**src/spt_pkg.sv**
```systemverilog
// Shared types and constants for the stride prefetch table.
// Used by spt_cell and stride_prefetch_table; no dependencies.
package spt_pkg;

    localparam int SPT_DEFAULT_ENTRIES = 256;
    localparam int APB_ADDR_W          = 3;

    localparam logic [31:0] MAX_PREFETCH_RESET = 32'hFFFF_FFFF;

    // register word index, taken from paddr[2]
    localparam logic REG_MAX_PREFETCH_ADDR = 1'b0;

    // confidence codes
    localparam logic [1:0] CONF_INITIAL   = 2'd0;
    localparam logic [1:0] CONF_TRANSIENT = 2'd1;
    localparam logic [1:0] CONF_STEADY    = 2'd2;
    localparam logic [1:0] CONF_NOPRED    = 2'd3;

    typedef struct packed {
        logic [31:0] access_pc;
        logic [31:0] access_addr;
    } spt_req_t;

    typedef struct packed {
        logic        prefetch_valid;
        logic [31:0] prefetch_addr;
    } spt_rsp_t;

    // lookup token walking down the chain
    typedef struct packed {
        logic        active;
        logic        hit;
        logic        pred;
        logic [31:0] pc;
        logic [31:0] addr;
        logic [31:0] cand;
    } spt_bus_t;

    // allocation broadcast from the end of the chain
    typedef struct packed {
        logic        en;
        logic [31:0] pc;
        logic [31:0] addr;
    } spt_alloc_t;

endpackage

```
**src/spt_cell.sv**
```systemverilog
// One stride table entry plus one stage of the lookup chain.
// Depends on spt_pkg.
module spt_cell
    import spt_pkg::*;
#(
    parameter int INDEX = 0,
    parameter int IDX_W = 8
)
(
    input  logic             clk,
    input  logic             rst_n,
    input  spt_bus_t         bus_in,
    output spt_bus_t         bus_out,
    input  spt_alloc_t       alloc,
    input  logic [IDX_W-1:0] alloc_idx
);

    logic        valid_reg;
    logic [31:0] tag_reg;
    logic [31:0] last_reg;
    logic [31:0] stride_reg;
    logic [31:0] stride_next;
    logic [1:0]  conf_reg;
    logic [1:0]  conf_next;
    logic [31:0] seen;
    logic        match;
    logic        load;
    spt_bus_t    bus_reg;
    spt_bus_t    bus_next;

    assign match = bus_in.active && !bus_in.hit && valid_reg && (tag_reg == bus_in.pc);
    assign load  = alloc.en && (alloc_idx == IDX_W'(INDEX));
    assign seen  = bus_in.addr - last_reg;

    always_comb
    begin
        stride_next = stride_reg;
        conf_next   = conf_reg;
        if (seen != stride_reg)
        begin
            case (conf_reg)
                CONF_INITIAL:
                begin
                    stride_next = seen;
                    conf_next   = CONF_TRANSIENT;
                end
                CONF_TRANSIENT:
                begin
                    stride_next = seen;
                    conf_next   = CONF_NOPRED;
                end
                CONF_STEADY:
                begin
                    conf_next   = CONF_INITIAL;   // stride kept
                end
                default:
                begin
                    stride_next = seen;
                end
            endcase
        end
        else
        begin
            conf_next = (conf_reg == CONF_NOPRED) ? CONF_TRANSIENT : CONF_STEADY;
        end
    end

    always_comb
    begin
        bus_next = bus_in;
        if (match)
        begin
            bus_next.hit  = 1'b1;
            bus_next.pred = (conf_next != CONF_NOPRED);
            bus_next.cand = bus_in.addr + stride_next;
        end
    end

    always_ff @(posedge clk or negedge rst_n)
    begin
        if (!rst_n)
        begin
            valid_reg <= 1'b0;
            bus_reg   <= '0;
        end
        else
        begin
            bus_reg <= bus_next;
            if (load)
            begin
                valid_reg <= 1'b1;
            end
        end
    end

    always_ff @(posedge clk)
    begin
        if (load)
        begin
            tag_reg    <= alloc.pc;
            last_reg   <= alloc.addr;
            stride_reg <= '0;
            conf_reg   <= CONF_INITIAL;
        end
        else if (match)
        begin
            last_reg   <= bus_in.addr;
            stride_reg <= stride_next;
            conf_reg   <= conf_next;
        end
    end

    assign bus_out = bus_reg;

endmodule

```
**config.mk**
```make
export PLATFORM = sky130hd
export DESIGN_NAME = spt_cell
export DESIGN_NICKNAME = d
export VERILOG_FILES = /design/src/spt_pkg.sv /design/src/spt_cell.sv
export SDC_FILE = /design/constraint.sdc
export NUM_CORES = 1
export LEC_CHECK = 0
export ABC_AREA = 0
export BUFFER_PORTS_ARGS = -buffer_cell sky130_fd_sc_hd__buf_2
export CAP_MARGIN = 5
export CORE_ASPECT_RATIO = 1.25
export CORE_MARGIN = 8
export CORE_UTILIZATION = 60
export DETAILED_ROUTE_END_ITERATION = 10
export MAX_ROUTING_LAYER = met4
export PLACE_DENSITY = 0.87
export SYNTH_ARGS = -nofsm -noshare
export SYNTH_HDL_FRONTEND = slang
export SYNTH_SLANG_ARGS = --single-unit
```
**constraint.sdc**
```tcl
create_clock -name clk -period 19.3 [get_ports clk]
set_input_delay 0 -clock clk [delete_from_list [all_inputs] [get_ports clk]]
set_output_delay 0 -clock clk [all_outputs]
set_load 0.03 [all_outputs]
```
==> impl_results.html <==
<table>
<tr><th>Metric</th><th>Value</th></tr>
<tr><th colspan="2">Power</th></tr>
<tr><td>Combinational cell fraction of total power</td><td>approximately 25%</td></tr>
<tr><td>Switching part of the total</td><td>34.8%</td></tr>
<tr><td>Worst vdd rail ir drop</td><td>66.7 uV</td></tr>
<tr><td>Cell internal power dissipation</td><td>around 0.00073 W</td></tr>
<tr><td>Switching power of the nets</td><td>between 0.0003 and 0.0004 W</td></tr>
<tr><td>Total power divided by cell area</td><td>68.5 nW/um2</td></tr>
<tr><td>Clock power frac</td><td>34.7%</td></tr>
<tr><td>Static power due to leakage</td><td>between 7 and 8 nW</td></tr>
<tr><td>Seq pwr share</td><td>approximately 40%</td></tr>
<tr><th colspan="2">Die</th></tr>
<tr><td>Die Y-Extent</td><td>178 um</td></tr>
<tr><td>Number of top-level pins</td><td>273</td></tr>
<tr><td>Area of the core region</td><td>20700 um2</td></tr>
<tr><td>Starting Density</td><td>60.7%</td></tr>
<tr><td>Area of the die</td><td>approximately 26000 um2</td></tr>
<tr><td>Die X-Extent</td><td>between 100 and 150 um</td></tr>
<tr><td>Number of standard-cell rows in the floorplan</td><td>59</td></tr>
<tr><th colspan="2">Timing</th></tr>
<tr><td>Relative slew slack</td><td>between 30% and 40%</td></tr>
<tr><td>Highest achievable clock rate</td><td>approximately 120 MHz</td></tr>
<tr><td>Transition time of the tightest slew-check pin</td><td>1030 ps</td></tr>
<tr><td>Final-layout setup total negative slack</td><td>0 ps</td></tr>
<tr><td>Count of final hold-check violations</td><td>0</td></tr>
<tr><td>PnR worst setup slack</td><td>between 10000 and 15000 ps</td></tr>
<tr><td>Period minus WS final</td><td>around 8200 ps</td></tr>
<tr><td>RSZ-0062 raised after global routing</td><td>false</td></tr>
<tr><td>Finish-stage setup viols</td><td>0</td></tr>
<tr><td>Max Transition Viols Final</td><td>0</td></tr>
<tr><td>Worst clock skew</td><td>18.1 ps</td></tr>
<tr><td>Period utilisation layout</td><td>between 40 and 50%</td></tr>
<tr><th colspan="2">Route</th></tr>
<tr><td>Wire length per cell after detailed routing</td><td>24.5 um</td></tr>
<tr><td>Post-route ant nets</td><td>0</td></tr>
<tr><td>Top layer in use</td><td>met4</td></tr>
<tr><td>Vias</td><td>around 13000</td></tr>
<tr><td>Routed met2 length</td><td>~23000 um</td></tr>
<tr><td>DRC violations left</td><td>0</td></tr>
<tr><td>First-iteration detailed-routing DRC count</td><td>about 1600</td></tr>
<tr><td>Total met3 wirelength after detailed routing</td><td>between 5000 and 6000 um</td></tr>
<tr><td>Drt total wl</td><td>50000 um</td></tr>
<tr><td>Number of iterations in the first detailed-routing pass</td><td>8</td></tr>
<tr><td>Post-Route M1 WL</td><td>around 18000 um</td></tr>
<tr><td>Vias per inst</td><td>approximately 6.5</td></tr>
<tr><th colspan="2">Placement</th></tr>
<tr><td>Cells after DPL</td><td>1844</td></tr>
<tr><td>Count of input and output buffers</td><td>between 200 and 300</td></tr>
<tr><td>HPWL reported at the end of detailed placement</td><td>approximately 31000 um</td></tr>
<tr><td>DP Area</td><td>14100 um2</td></tr>
<tr><td>Final weighted congestion of routability-driven global placement</td><td>0.983</td></tr>
<tr><td>Pre-CTS setup slack</td><td>about 12000 ps</td></tr>
<tr><th colspan="2">Global route</th></tr>
<tr><td>Antenna violations before repair</td><td>1</td></tr>
<tr><td>Total routing usage reported by global routing</td><td>between 30% and 40%</td></tr>
<tr><td>First-pass GRT wire length</td><td>76600 um</td></tr>
<tr><td>Grt total ovfl</td><td>0</td></tr>
<tr><td>Maximum number of pins on one net before global-route repair</td><td>83</td></tr>
<tr><td>Via count of the first global-routing pass</td><td>about 13000</td></tr>
<tr><th colspan="2">Worst setup path</th></tr>
<tr><td>Required arrival time at the worst endpoint</td><td>19670 ps</td></tr>
<tr><td>Critical path buffer and inverter count</td><td>2</td></tr>
<tr><td>Critical Path Sink Type</td><td>register</td></tr>
<tr><td>Worst reg2reg startpoint</td><td>last_reg[5]</td></tr>
<tr><td>R2R depth</td><td>25</td></tr>
<tr><td>Data arrival, critical path</td><td>roughly 8600 ps</td></tr>
<tr><td>CP Class</td><td>reg -&gt; reg</td></tr>
<tr><td>R2R Setup Slk</td><td>11050 ps</td></tr>
<tr><td>Reg-to-reg endpoint</td><td>bus_out[30]</td></tr>
<tr><td>Slowest cell on the critical path</td><td>sky130_fd_sc_hd__nor3_4</td></tr>
<tr><td>Crit path max fanout</td><td>42</td></tr>
<tr><td>Critical Path Start Type</td><td>register</td></tr>
<tr><td>Peak per-stage delay on the critical path</td><td>around 880 ps</td></tr>
<tr><td>Category of cells accounting for the largest share of critical-path delay</td><td>compound AO/OA/AOI/OAI gates</td></tr>
<tr><th colspan="2">Hold path</th></tr>
<tr><td>HP Class</td><td>in -&gt; async</td></tr>
<tr><th colspan="2">CTS</th></tr>
<tr><td>Clock-pin slew on the worst setup and hold paths</td><td>approximately 100 ps</td></tr>
<tr><td>Number of gates given a new drive strength after cts</td><td>0</td></tr>
<tr><td>Hold bufs inserted after CTS</td><td>164</td></tr>
<tr><td>TritonCTS clock tree</td><td>yes</td></tr>
<tr><td>Number of buffers created by CTS</td><td>17</td></tr>
<tr><td>Library cell used as clock root buffer</td><td>sky130_fd_sc_hd__clkbuf_16</td></tr>
<tr><td>Clock Latency Late Sink</td><td>~460 ps</td></tr>
<tr><td>CTS max path bufs</td><td>2</td></tr>
<tr><td>Number of buffers added for setup after CTS</td><td>0</td></tr>
<tr><td>Number of sinks on the clock net</td><td>between 150 and 200</td></tr>
<tr><td>Max H-tree Level</td><td>4</td></tr>
<tr><th colspan="2">Synth</th></tr>
<tr><td>Post-synth design cell area</td><td>between 10000 and 15000 um2</td></tr>
<tr><td>Share of synthesized area occupied by flip-flops and latches</td><td>roughly two fifths</td></tr>
<tr><td>Most common flop cell mapped by yosys</td><td>sky130_fd_sc_hd__dfrtp_1</td></tr>
<tr><td>Number of nets produced by synthesis</td><td>roughly 1600</td></tr>
<tr><td>Area share of the largest cell type after synthesis</td><td>between 15 and 20%</td></tr>
<tr><td>Biggest area contributors in the synthesized netlist</td><td>sky130_fd_sc_hd__dfrtp_1 20%, sky130_fd_sc_hd__edfxtp_1 15%, sky130_fd_sc_hd__ha_1 6.3%</td></tr>
<tr><td>Mapped Cells</td><td>~1400</td></tr>
<tr><td>Proportion of register bits with asynchronous set or reset after synthesis</td><td>50.5%</td></tr>
<tr><td>Library cells used by synthesis</td><td>85</td></tr>
<tr><td>Number of enable-type register cells in the synthesized netlist</td><td>64</td></tr>
<tr><td>Yosys warning count</td><td>0</td></tr>
<tr><td>Area leader, netlist</td><td>sky130_fd_sc_hd__dfrtp_1</td></tr>
<tr><td>Flip-flop and latch count after synthesis</td><td>198</td></tr>
<tr><td>Synth Area per Inst</td><td>just over 9 um2</td></tr>
<tr><th colspan="2">Job</th></tr>
<tr><td>Max-cap viol count</td><td>0</td></tr>
<tr><th colspan="2">Layout</th></tr>
<tr><td>Number of flip-flops under the largest register name</td><td>99</td></tr>
<tr><td>Most common cell after layout, fill and taps aside</td><td>sky130_fd_sc_hd__buf_2</td></tr>
<tr><td>Total non-filler cell area in the finished layout</td><td>approximately 16000 um2</td></tr>
<tr><td>Signed area change from the synthesized netlist to the final layout</td><td>30.1%</td></tr>
<tr><td>Layout cell share with drive strength beyond 1</td><td>20.1%</td></tr>
<tr><td>Commonest cells after routing, fill and taps aside</td><td>271 x sky130_fd_sc_hd__buf_2, 183 x sky130_fd_sc_hd__nand2_1, 164 x sky130_fd_sc_hd__dlygate4sd3_1</td></tr>
<tr><td>Final std cells w/o fill</td><td>about 2000</td></tr>
<tr><td>Post-layout net count</td><td>roughly 2000</td></tr>
<tr><th colspan="2">Run status</th></tr>
<tr><td>Outcome</td><td>finished clean</td></tr>
</table>
==> cell usage after synthesis, types with 6 or more instances <==
master	instances
sky130_fd_sc_hd__xor2_1	54
sky130_fd_sc_hd__dfxtp_1	34
sky130_fd_sc_hd__a211oi_1	9
sky130_fd_sc_hd__clkbuf_1	53
sky130_fd_sc_hd__nand3_1	51
sky130_fd_sc_hd__mux2_2	6
sky130_fd_sc_hd__a41oi_1	21
sky130_fd_sc_hd__nor3_1	60
sky130_fd_sc_hd__or2_2	9
sky130_fd_sc_hd__buf_2	17
sky130_fd_sc_hd__and3_1	10
sky130_fd_sc_hd__nor2b_1	12
sky130_fd_sc_hd__nand2_1	184
sky130_fd_sc_hd__inv_1	52
sky130_fd_sc_hd__a211o_1	31
sky130_fd_sc_hd__o31ai_1	27
sky130_fd_sc_hd__and2_1	30
sky130_fd_sc_hd__ha_1	63
sky130_fd_sc_hd__nand2b_1	14
sky130_fd_sc_hd__a21oi_1	64
sky130_fd_sc_hd__edfxtp_1	64
sky130_fd_sc_hd__a32o_1	28
sky130_fd_sc_hd__nand4_1	9
sky130_fd_sc_hd__dfrtp_1	100
sky130_fd_sc_hd__xnor2_1	58
sky130_fd_sc_hd__o21ai_1	17
sky130_fd_sc_hd__o211ai_1	6
sky130_fd_sc_hd__nor2_1	62
sky130_fd_sc_hd__a31oi_1	10
sky130_fd_sc_hd__o21a_1	11
sky130_fd_sc_hd__a21o_1	22
sky130_fd_sc_hd__o21ai_0	60
sky130_fd_sc_hd__nor4_1	9
==> final cells by class <==
type	count	area (um2)
inverters	52	195
well taps	274	343
clock inverters	15	190
fillers	1250	4360
repair buffers	450	3110
clock buffers	17	425
flip-flops and latches	198	5100
multi-input cells	1034	7010
diodes	2	5.00
==> worst max path at each step <==
| stage | from | end | cells after the start | slack (ps) |
|---|---|---|---|---|
| global route | last_reg[5] | bus_out[30] | 25 | 10730 |
| detailed placement | last_reg[14] | bus_out[28] | 25 | 11750 |
| CTS | last_reg[5] | bus_out[28] | 25 | 11700 |
| global placement | last_reg[0] | bus_out[31] | 25 | 11890 |
| floorplan | last_reg[0] | bus_out[30] | 27 | 13020 |
| finish | last_reg[5] | bus_out[30] | 25 | 11050 |
==> cells by family after synthesis <==
| group | count (synthesis) | synth area share, % |
|---|---|---|
| simple gates | 481 | 18.6 |
| compound gates | 362 | 20.6 |
| flops | 198 | 40.5 |
| buf+inv | 130 | 4.22 |
| xor+xnor | 117 | 8.71 |
| fa+ha+maj | 65 | 6.58 |
| mux | 9 | 0.775 |
==> per-stage QoR <==
stage	total power, W	util (%)	hold WS [ps]
2_1_floorplan	0.000609	-	-296
3_3_place_gp	0.000689	68.1	-10.2
3_5_place_dp	0.000692	68.1	0.700
4_1_cts	0.00109	78.9	70.2
5_1_grt	0.00115	79.0	111
6_report	0.00112	79.0	44.2
==> metal layers <==
| layer | global-route usage [%] | vias to the layer above |
|---|---|---|
| li1 | - | 5763 |
| met1 | 45.0 | 6150 |
| met2 | 61.5 | 1085 |
| met3 | 9.04 | 254 |
| met4 | 22.8 | 0 |
| met5 | - | - |
==> power by group through the flow <==
stage               Sequential, W  Clock (W)  Combinational, W
floorplan                0.000477          0          0.000132
global placement         0.000455          0          0.000234
detailed placement       0.000455          0          0.000237
CTS                      0.000446   0.000378          0.000265
global route             0.000449   0.000398          0.000300
finish                   0.000448   0.000389          0.000284
Power figures use the tool's default switching activity.
